<file path="src/rtl/core/iss_pkg.sv">
// ----------------------------------------------------------------------------
// iss_pkg
// Shared types and constants for the indexed sequence store.
// ----------------------------------------------------------------------------
package iss_pkg;

  localparam int CAPACITY_DEF = 64;

  localparam int CMD_W   = 3;
  localparam int POS_W   = 7;
  localparam int VAL_W   = 32;
  localparam int ST_W    = 2;
  localparam int IDX_W   = 7;
  localparam int CNTO_W  = 7;
  localparam int IN_DW   = 40;
  localparam int OUT_DW  = 56;

  typedef enum logic [CMD_W-1:0] {
    CMD_INSERT   = 3'd0,
    CMD_REMOVE   = 3'd1,
    CMD_GET      = 3'd2,
    CMD_INDEX_OF = 3'd3,
    CMD_CLEAR    = 3'd4
  } cmd_t;

  typedef enum logic [ST_W-1:0] {
    ST_OK        = 2'd0,
    ST_BOUNDS    = 2'd1,
    ST_NOT_FOUND = 2'd2,
    ST_FULL      = 2'd3
  } status_t;

  typedef enum logic [2:0] {
    RD_CNT_M1 = 3'd0,
    RD_PTR_M1 = 3'd1,
    RD_POS_P1 = 3'd2,
    RD_PTR_P1 = 3'd3,
    RD_POS    = 3'd4,
    RD_ZERO   = 3'd5
  } rd_sel_t;

  typedef enum logic [1:0] {
    WR_VAL_POS = 2'd0,
    WR_UP      = 2'd1,
    WR_DN      = 2'd2
  } wr_sel_t;

  typedef enum logic [1:0] {
    CNT_HOLD = 2'd0,
    CNT_INC  = 2'd1,
    CNT_DEC  = 2'd2,
    CNT_CLR  = 2'd3
  } cnt_op_t;

  typedef struct packed {
    logic    load_in;
    logic    rd_en;
    rd_sel_t rd_sel;
    logic    wr_en;
    wr_sel_t wr_sel;
    cnt_op_t cnt_op;
    logic    res_load;
    status_t res_status;
    logic    res_data_rd;
    logic    res_found_ptr;
    logic    out_load;
  } dp_cmd_t;

  typedef struct packed {
    cmd_t cmd;
    logic pos_gt_cnt;
    logic pos_ge_cnt;
    logic pos_eq_cnt;
    logic pos_is_last;
    logic cnt_full;
    logic cnt_zero;
    logic ptr_eq_pos;
    logic ptr_is_last;
    logic match;
    logic out_free;
  } dp_stat_t;

endpackage

</file>
<file path="src/rtl/core/iss_dp.sv">
// ----------------------------------------------------------------------------
// iss_dp
// Datapath: entry memory, count, walk pointer, result and output registers.
// ----------------------------------------------------------------------------
module iss_dp
  import iss_pkg::*;
#(
  parameter int CAPACITY = CAPACITY_DEF
) (
  input  logic               clk,
  input  logic               rst_n,
  input  dp_cmd_t            cmd,
  output dp_stat_t           stat,
  input  logic [CMD_W-1:0]   in_command,
  input  logic [POS_W-1:0]   in_position,
  input  logic [VAL_W-1:0]   in_value,
  output logic               out_valid,
  input  logic               out_ready,
  output logic [ST_W-1:0]    out_status,
  output logic [VAL_W-1:0]   out_read_data,
  output logic [IDX_W-1:0]   out_found_index,
  output logic [CNTO_W-1:0]  out_entry_count,
  output logic               out_is_empty
);

  localparam int AW = (CAPACITY > 1) ? $clog2(CAPACITY) : 1;
  localparam int CW = $clog2(CAPACITY + 1);
  localparam int WW = (CW > POS_W) ? CW : POS_W;

  logic [VAL_W-1:0]  mem [CAPACITY];

  logic [CMD_W-1:0]  cmd_r;
  logic [POS_W-1:0]  pos_r;
  logic [VAL_W-1:0]  val_r;
  logic [CW-1:0]     cnt_r;
  logic [CW-1:0]     cnt_nxt;
  logic [AW-1:0]     ptr_r;
  logic [VAL_W-1:0]  rd_data_r;

  logic [ST_W-1:0]   res_status_r;
  logic [VAL_W-1:0]  res_data_r;
  logic [IDX_W-1:0]  res_found_r;

  logic              out_valid_r;
  logic [ST_W-1:0]   out_status_r;
  logic [VAL_W-1:0]  out_data_r;
  logic [IDX_W-1:0]  out_found_r;
  logic [CNTO_W-1:0] out_count_r;
  logic              out_empty_r;

  logic [WW-1:0]     posw;
  logic [WW-1:0]     cntw;
  logic [WW-1:0]     ptrw;
  logic [AW-1:0]     pos_a;
  logic [AW-1:0]     last_a;
  logic [AW-1:0]     rd_addr;
  logic [AW-1:0]     wr_addr;
  logic [VAL_W-1:0]  wr_data;

  assign posw   = WW'(pos_r);
  assign cntw   = WW'(cnt_r);
  assign ptrw   = WW'(ptr_r);
  assign pos_a  = posw[AW-1:0];
  assign last_a = AW'(cnt_r - CW'(1));

  always_comb begin
    case (cmd.rd_sel)
      RD_CNT_M1: rd_addr = last_a;
      RD_PTR_M1: rd_addr = ptr_r - AW'(1);
      RD_POS_P1: rd_addr = pos_a + AW'(1);
      RD_PTR_P1: rd_addr = ptr_r + AW'(1);
      RD_POS:    rd_addr = pos_a;
      default:   rd_addr = '0;
    endcase
  end

  always_comb begin
    case (cmd.wr_sel)
      WR_UP: begin
        wr_addr = ptr_r + AW'(1);
        wr_data = rd_data_r;
      end
      WR_DN: begin
        wr_addr = ptr_r - AW'(1);
        wr_data = rd_data_r;
      end
      default: begin
        wr_addr = pos_a;
        wr_data = val_r;
      end
    endcase
  end

  always_comb begin
    case (cmd.cnt_op)
      CNT_INC: cnt_nxt = cnt_r + CW'(1);
      CNT_DEC: cnt_nxt = cnt_r - CW'(1);
      CNT_CLR: cnt_nxt = '0;
      default: cnt_nxt = cnt_r;
    endcase
  end

  always_ff @(posedge clk) begin
    if (cmd.wr_en) begin
      mem[wr_addr] <= wr_data;
    end
  end

  always_ff @(posedge clk) begin
    if (cmd.rd_en) begin
      rd_data_r <= mem[rd_addr];
      ptr_r     <= rd_addr;
    end
  end

  always_ff @(posedge clk) begin
    if (cmd.load_in) begin
      cmd_r <= in_command;
      pos_r <= in_position;
      val_r <= in_value;
    end
    if (cmd.res_load) begin
      res_status_r <= cmd.res_status;
      if (cmd.res_status != ST_OK) begin
        res_data_r <= '1;
      end else if (cmd.res_data_rd) begin
        res_data_r <= rd_data_r;
      end else begin
        res_data_r <= '0;
      end
      res_found_r <= cmd.res_found_ptr ? ptrw[IDX_W-1:0] : '1;
    end
    if (cmd.out_load) begin
      out_status_r <= res_status_r;
      out_data_r   <= res_data_r;
      out_found_r  <= res_found_r;
      out_count_r  <= cntw[CNTO_W-1:0];
      out_empty_r  <= (cnt_r == '0);
    end
  end

  always_ff @(posedge clk) begin
    if (!rst_n) begin
      cnt_r       <= '0;
      out_valid_r <= 1'b0;
    end else begin
      cnt_r <= cnt_nxt;
      if (cmd.out_load) begin
        out_valid_r <= 1'b1;
      end else if (out_ready) begin
        out_valid_r <= 1'b0;
      end
    end
  end

  always_comb begin
    stat.cmd         = cmd_t'(cmd_r);
    stat.pos_gt_cnt  = (posw > cntw);
    stat.pos_ge_cnt  = (posw >= cntw);
    stat.pos_eq_cnt  = (posw == cntw);
    stat.pos_is_last = (cnt_r != '0) && (posw == cntw - WW'(1));
    stat.cnt_full    = (cnt_r == CW'(CAPACITY));
    stat.cnt_zero    = (cnt_r == '0);
    stat.ptr_eq_pos  = (ptrw == posw);
    stat.ptr_is_last = (ptr_r == last_a);
    stat.match       = (rd_data_r == val_r);
    stat.out_free    = !out_valid_r || out_ready;
  end

  assign out_valid       = out_valid_r;
  assign out_status      = out_status_r;
  assign out_read_data   = out_data_r;
  assign out_found_index = out_found_r;
  assign out_entry_count = out_count_r;
  assign out_is_empty    = out_empty_r;

endmodule

</file>
<file path="src/rtl/core/iss_ctrl.sv">
// ----------------------------------------------------------------------------
// iss_ctrl
// Controller: sequences check, shift, search and response steps per word.
// ----------------------------------------------------------------------------
module iss_ctrl
  import iss_pkg::*;
(
  input  logic     clk,
  input  logic     rst_n,
  input  logic     in_valid,
  output logic     in_ready,
  input  dp_stat_t stat,
  output dp_cmd_t  cmd
);

  typedef enum logic [2:0] {
    S_IDLE,
    S_CHECK,
    S_SHUP,
    S_PLACE,
    S_SHDN,
    S_GETW,
    S_SRCH,
    S_RESP
  } state_t;

  state_t state_r;
  state_t state_nxt;

  always_comb begin
    cmd            = '0;
    cmd.rd_sel     = RD_ZERO;
    cmd.wr_sel     = WR_VAL_POS;
    cmd.cnt_op     = CNT_HOLD;
    cmd.res_status = ST_OK;
    state_nxt      = state_r;
    unique case (state_r)
      S_IDLE: begin
        if (in_valid) begin
          cmd.load_in = 1'b1;
          state_nxt   = S_CHECK;
        end
      end
      S_CHECK: begin
        cmd.res_load = 1'b1;
        state_nxt    = S_RESP;
        case (stat.cmd)
          CMD_INSERT: begin
            if (stat.pos_gt_cnt) begin
              cmd.res_status = ST_BOUNDS;
            end else if (stat.cnt_full) begin
              cmd.res_status = ST_FULL;
            end else if (stat.pos_eq_cnt) begin
              cmd.wr_en  = 1'b1;
              cmd.cnt_op = CNT_INC;
            end else begin
              cmd.res_load = 1'b0;
              cmd.rd_en    = 1'b1;
              cmd.rd_sel   = RD_CNT_M1;
              state_nxt    = S_SHUP;
            end
          end
          CMD_REMOVE: begin
            if (stat.pos_ge_cnt) begin
              cmd.res_status = ST_BOUNDS;
            end else if (stat.pos_is_last) begin
              cmd.cnt_op = CNT_DEC;
            end else begin
              cmd.res_load = 1'b0;
              cmd.rd_en    = 1'b1;
              cmd.rd_sel   = RD_POS_P1;
              state_nxt    = S_SHDN;
            end
          end
          CMD_GET: begin
            if (stat.pos_ge_cnt) begin
              cmd.res_status = ST_BOUNDS;
            end else begin
              cmd.res_load = 1'b0;
              cmd.rd_en    = 1'b1;
              cmd.rd_sel   = RD_POS;
              state_nxt    = S_GETW;
            end
          end
          CMD_INDEX_OF: begin
            if (stat.cnt_zero) begin
              cmd.res_status = ST_NOT_FOUND;
            end else begin
              cmd.res_load = 1'b0;
              cmd.rd_en    = 1'b1;
              cmd.rd_sel   = RD_ZERO;
              state_nxt    = S_SRCH;
            end
          end
          CMD_CLEAR: begin
            cmd.cnt_op = CNT_CLR;
          end
          default: begin
          end
        endcase
      end
      S_SHUP: begin
        cmd.wr_en  = 1'b1;
        cmd.wr_sel = WR_UP;
        if (stat.ptr_eq_pos) begin
          state_nxt = S_PLACE;
        end else begin
          cmd.rd_en  = 1'b1;
          cmd.rd_sel = RD_PTR_M1;
        end
      end
      S_PLACE: begin
        cmd.wr_en    = 1'b1;
        cmd.wr_sel   = WR_VAL_POS;
        cmd.cnt_op   = CNT_INC;
        cmd.res_load = 1'b1;
        state_nxt    = S_RESP;
      end
      S_SHDN: begin
        cmd.wr_en  = 1'b1;
        cmd.wr_sel = WR_DN;
        if (stat.ptr_is_last) begin
          cmd.cnt_op   = CNT_DEC;
          cmd.res_load = 1'b1;
          state_nxt    = S_RESP;
        end else begin
          cmd.rd_en  = 1'b1;
          cmd.rd_sel = RD_PTR_P1;
        end
      end
      S_GETW: begin
        cmd.res_load    = 1'b1;
        cmd.res_data_rd = 1'b1;
        state_nxt       = S_RESP;
      end
      S_SRCH: begin
        if (stat.match) begin
          cmd.res_load      = 1'b1;
          cmd.res_found_ptr = 1'b1;
          state_nxt         = S_RESP;
        end else if (stat.ptr_is_last) begin
          cmd.res_load   = 1'b1;
          cmd.res_status = ST_NOT_FOUND;
          state_nxt      = S_RESP;
        end else begin
          cmd.rd_en  = 1'b1;
          cmd.rd_sel = RD_PTR_P1;
        end
      end
      S_RESP: begin
        if (stat.out_free) begin
          cmd.out_load = 1'b1;
          state_nxt    = S_IDLE;
        end
      end
      default: begin
        state_nxt = S_IDLE;
      end
    endcase
  end

  always_ff @(posedge clk) begin
    if (!rst_n) begin
      state_r <= S_IDLE;
    end else begin
      state_r <= state_nxt;
    end
  end

  assign in_ready = (state_r == S_IDLE);

endmodule

</file>
<file path="src/rtl/core/indexed_sequence_store.sv">
// ----------------------------------------------------------------------------
// indexed_sequence_store
// Ordered store of signed 32-bit values with insert, remove, get, search
// and clear commands.
// ----------------------------------------------------------------------------
// Usage:
//   The in_ channel takes one command word: in_tuser carries the command,
//   in_tdata the position and value. Each word returns exactly one out_
//   word with status, read data, found index, count and empty flag.
//   One word is worked at a time through an entry memory with one read and
//   one write port that walks one entry a cycle. Clear, bad-index and
//   append-at-end words need no memory walk; get reads one entry; insert
//   shifts the entries from the last down to the position up by one;
//   remove shifts the entries above the position down by one; index-of
//   reads from entry 0 until a match or the last entry. The next word is
//   accepted only after the result has been loaded into the output register.
//   The result sits in an output register, so the next word is accepted
//   while it waits; a stalled out_tready holds the block in its response
//   step once the next result is ready.
//   Reset empties the store at once (count to zero, no clearing pass);
//   memory contents are undefined until written and are never read before.
// ----------------------------------------------------------------------------
module indexed_sequence_store
  import iss_pkg::*;
#(
  parameter int CAPACITY = CAPACITY_DEF
) (
  input  logic              clk,
  input  logic              rst_n,
  input  logic              in_tvalid,
  output logic              in_tready,
  // position [6:0], value [38:7], zero [39]
  input  logic [IN_DW-1:0]  in_tdata,
  // command [2:0]
  input  logic [CMD_W-1:0]  in_tuser,
  output logic              out_tvalid,
  input  logic              out_tready,
  // status [1:0], read_data [33:2], found_index [40:34],
  // entry_count [47:41], is_empty [48], zero [55:49]
  output logic [OUT_DW-1:0] out_tdata
);

  dp_cmd_t           cmd;
  dp_stat_t          stat;
  logic              ctrl_ready;
  logic [ST_W-1:0]   status;
  logic [VAL_W-1:0]  read_data;
  logic [IDX_W-1:0]  found_index;
  logic [CNTO_W-1:0] entry_count;
  logic              is_empty;

  iss_ctrl u_ctrl (
    .clk      (clk),
    .rst_n    (rst_n),
    .in_valid (in_tvalid),
    .in_ready (ctrl_ready),
    .stat     (stat),
    .cmd      (cmd)
  );

  iss_dp #(
    .CAPACITY (CAPACITY)
  ) u_dp (
    .clk             (clk),
    .rst_n           (rst_n),
    .cmd             (cmd),
    .stat            (stat),
    .in_command      (in_tuser),
    .in_position     (in_tdata[POS_W-1:0]),
    .in_value        (in_tdata[POS_W+VAL_W-1:POS_W]),
    .out_valid       (out_tvalid),
    .out_ready       (out_tready),
    .out_status      (status),
    .out_read_data   (read_data),
    .out_found_index (found_index),
    .out_entry_count (entry_count),
    .out_is_empty    (is_empty)
  );

  assign in_tready = ctrl_ready;
  assign out_tdata = {7'd0, is_empty, entry_count, found_index, read_data, status};

endmodule

</file>
<file path="config.mk">
export PLATFORM = sky130hd
export DESIGN_NAME = indexed_sequence_store
export DESIGN_NICKNAME = d
export VERILOG_FILES = /design/src/rtl/core/iss_pkg.sv /design/src/rtl/core/iss_dp.sv /design/src/rtl/core/iss_ctrl.sv /design/src/rtl/core/indexed_sequence_store.sv
export SDC_FILE = /design/constraint.sdc
export NUM_CORES = 2
export LEC_CHECK = 0
export ABC_CLOCK_PERIOD_IN_PS = 12600
export BUFFER_PORTS_ARGS = -buffer_cell sky130_fd_sc_hd__clkbuf_2
export CORE_ASPECT_RATIO = 0.6
export CORE_MARGIN = 2
export CORE_UTILIZATION = 65
export CTS_CLUSTER_SIZE = 40
export DETAILED_ROUTE_END_ITERATION = 8
export PLACE_DENSITY_LB_ADDON = 0.08
export SLEW_MARGIN = 25
export SYNTH_ARGS = -nofsm -noshare
export SYNTH_HDL_FRONTEND = slang
export SYNTH_HIERARCHICAL = 1
export SYNTH_SLANG_ARGS = --single-unit
</file>
<file path="constraint.sdc">
create_clock -name clk -period 12.6 [get_ports clk]
set_clock_uncertainty 0.15 [all_clocks]
set_input_delay 0.63 -clock clk [delete_from_list [all_inputs] [get_ports clk]]
set_output_delay 0.63 -clock clk [all_outputs]
set_load 0.05 [all_outputs]
</file>
==> results.tsv <==
metric	value	unit
xor and xnor area share after synthesis	0.00645	
post-synthesis sequential area ratio	0.746	
layout cells sized above 1	0.0935	
Initial Util	0.655	
fmax	114	MHz
WP data required	13.00	ns
top cells by count, synth	edfxtp_1, nand2_1, nand3_1, a21oi_1, clkbuf_1	
grt total ovfl	0	
final hold violation count	0	
pre-CTS setup slack	4.14	ns
cell area after synthesis	0.0896	sq mm
synthesized area per cell	13.2	sq um
Cell Pwr Density	242	mW/mm^2
Tcrit/Tclk final	0.699	
I/O pin total	105	
vias per cell	6.56	
Post-synth EDFFs	2218	
Post-synth top flop	edfxtp_1	
yosys warns	6	
Iter 0 DRT Violations	9103	
H-Tree Depth	4	
ANT cells	0	
Clk pin slew, worst setup/hold paths	0.07	ns
status	completed	
Async S/R FF share, synth	0	
aggregate routed wire length	246000	um
dpl hpwl	129000	um
reg2reg path depth	22	
Std-Cell Rows	105	
fin crit period	8.81	ns
pin count of the biggest net entering global routing	192	
Area Overhead vs Synth	10.1	%
# port buffers	96	
critical path launch point type	flop	
die area	0.141	sq mm
post-route setup slack	3.79	ns
Slew @ Worst Pin	1.12	ns
P_leak	33.6	nW
Max Transition Viols Final	0	
Synth Area in Simple Gates	0.139	
Total Neg Setup Slack	0	ns
critical-path maximum fanout	167	
CTS Sinks	2229	
Vias	57382	
Routability Congestion	0.881	
drt pass-1 iters	5	
Worst Hold Class	in2reg	
clk buf depth	3	
Antenna Nets Post-Route	0	
CTS tree	yes	
top post-synthesis cells by area	edfxtp_1, nand2_1, nand3_1	
Worst VDD drop	0.000236	V
flops & latches, synth	2229	
most frequent cell after synthesis	edfxtp_1	
Post-Synthesis Cells	6770	
root buf cell	clkbuf_16	
Die Y	292	um
Synth Area in Adders	0.00210	
area share of the largest cell type after synthesis	0.744	
drt drc	0	
nets	6850	
Total GRT Usage	0.347	
vias in the first global route	53373	
Num CTS Buffers	191	
worst path arrival time	9.21	ns
Hold Crit Depth	4	
RSZ-0062 raised after global routing	false	
post_cts resized	0	
Setup crit end kind	flop	
Synth Area in Compound Gates	0.0626	
mux cell area share after synthesis	0.0205	
core area	0.137	sq mm
combinational family with the most area after synthesis	simple AND/OR/NAND/NOR gates	
Worst slew margin	0.252	
critical path class	reg2reg	
global-route wire length before repair	357000	um
area leader, netlist	edfxtp_1	
postcts setup bufs	0	
Final Setup Violations	0	
max cap viols	0	
Clock Latency Late Sink	0.82	ns
drt wl/cell	28.1	um
Die W	483	um
initial antenna violation count	12	
Synth cell types	73	
==> registers in the layout, summed over array words and instances (netlist names) <==
signal and cells:
u_dp/val_r 32, u_ctrl/state_r 3, u_dp/out_is_empty 1, u_dp/out_entry_count 7, u_dp/out_status 2, u_dp/cmd_r 3
u_dp/pos_r 7, u_dp/rd_data_r 32, u_dp/cnt_r 7, u_dp/out_valid 1, u_dp/mem 2048, u_dp/res_found_r 7
u_dp/res_data_r 32, u_dp/res_status_r 2, u_dp/ptr_r 6, u_dp/out_read_data 32, u_dp/out_found_index 7
==> cell type report <==
cell class	instances	area [sq um]
clock buffer	236	4990
clock inverter	102	970
fill	8809	38100
inverter	30	139
multi-input combinational	4057	21300
sequential	2229	66800
tap	1819	2280
timing repair buffer	279	2130
==> worst max-delay path, cell delays in order, from the launching register on <==
cell and delay [ns]:
dfxtp_1 0.65, inv_1 0.17, ha_1 0.30, xnor2_1 0.36, xor2_1 0.17, o21ai_0 0.08
or4_1 0.48, nor4_1 0.60, nor3b_1 0.18, nand2_1 0.16, nand2_1 0.07, a21oi_1 0.74
nor2_1 0.28, a221oi_4 0.30, buf_4 0.41, buf_12 0.59, buf_4 0.83, mux2i_1 0.32
mux2i_1 0.10, mux2i_1 0.18, mux2i_1 0.20, a211o_1 0.47, or4_1 0.42
==> worst paths after layout <==
kind                                               startpoint                                 to  slack, ns
worst max-delay path               u_dp/cnt_r[0]$_SDFFE_PN0P_       u_dp/rd_data_r[23]$_DFFE_PP_       3.79
worst min-delay path                                in_tvalid     u_ctrl/state_r[0]$_SDFFE_PN0P_       0.16
worst max register to register     u_dp/cnt_r[0]$_SDFFE_PN0P_       u_dp/rd_data_r[23]$_DFFE_PP_       3.79
worst min register to register  u_dp/res_found_r[6]$_DFFE_PP_  u_dp/out_found_index[6]$_DFFE_PP_       0.27
==> through the flow <==
step	instances	cell area (sq um)	util	power, mW	hold WS [ns]
after floorplan	6776	89600	-	14.8	0.250
after global placement	8370	92200	0.674	17.7	0.252
after detailed placement	8370	92200	0.674	17.9	0.255
after CTS	8752	98600	0.721	23.6	0.108
after global routing	8752	98600	0.721	24.6	0.163
final	8752	98600	0.721	23.8	0.158
==> routing by layer <==
layer / GRT usage / vias up / wire [um]
li1: - / 24921 / -
met1: 0.540 / 28213 / 98200
met2: 0.484 / 3842 / 104000
met3: 0.0937 / 404 / 36800
met4: 0.104 / 2 / 7240
met5: 0.00741 / - / 149
==> cell usage in the layout, fill, tap and decap left out, types with 16 or more instances in the layout <==
master / Yosys / layout
edfxtp_1: 2218 / 2218
xnor2_1: 19 / 19
mux4_2: 28 / 28
a211o_1: 26 / 26
bufinv_16: 0 / 16
or4_1: 27 / 27
a31oi_1: 68 / 68
nand2_1: 1815 / 1815
dlygate4sd3_1: 0 / 44
buf_4: 10 / 126
clkbuf_1: 246 / 43
inv_1: 27 / 24
a311oi_1: 98 / 98
a21o_1: 31 / 31
and3_1: 92 / 92
nor3_1: 20 / 19
clkbuf_2: 0 / 96
nor2_4: 0 / 65
a21oi_1: 423 / 422
a22o_1: 20 / 20
o21ai_0: 196 / 196
clkinv_2: 0 / 24
nor2_1: 99 / 32
clkbuf_16: 0 / 193
nand3_1: 762 / 762
mux2i_1: 82 / 82
mux2_2: 34 / 25
xor2_1: 47 / 47
clkinv_1: 1 / 45
==> timing repair <==
action,in CTS,in global routing
hold buffers,44,0
setup endpoints to repair,0,0
endpoints found under the hold margin,47,0
==> where the power goes <==
group | total, mW | switching, mW | leakage, nW | internal (mW)
Combinational | 8.28 | 6.24 | 10.7 | 2.03
Clock | 5.75 | 2.61 | 2.90 | 3.14
Sequential | 9.80 | 0.228 | 20.1 | 9.57
Total | 23.8 | 9.09 | 33.6 | 14.7
==> logic make-up (layout without fill, tap and decap cells) <==
kind of cell    after synthesis  after routing
fa+ha+maj                    15             15
mux                         144            144
other cells                   1              7
flops                      2229           2229
buf+inv                     490            647
xor+xnor                     66             66
compound gates              929            929
simple gates               2896           2896
No activity file was read; power rests on OpenSTA's default activity.
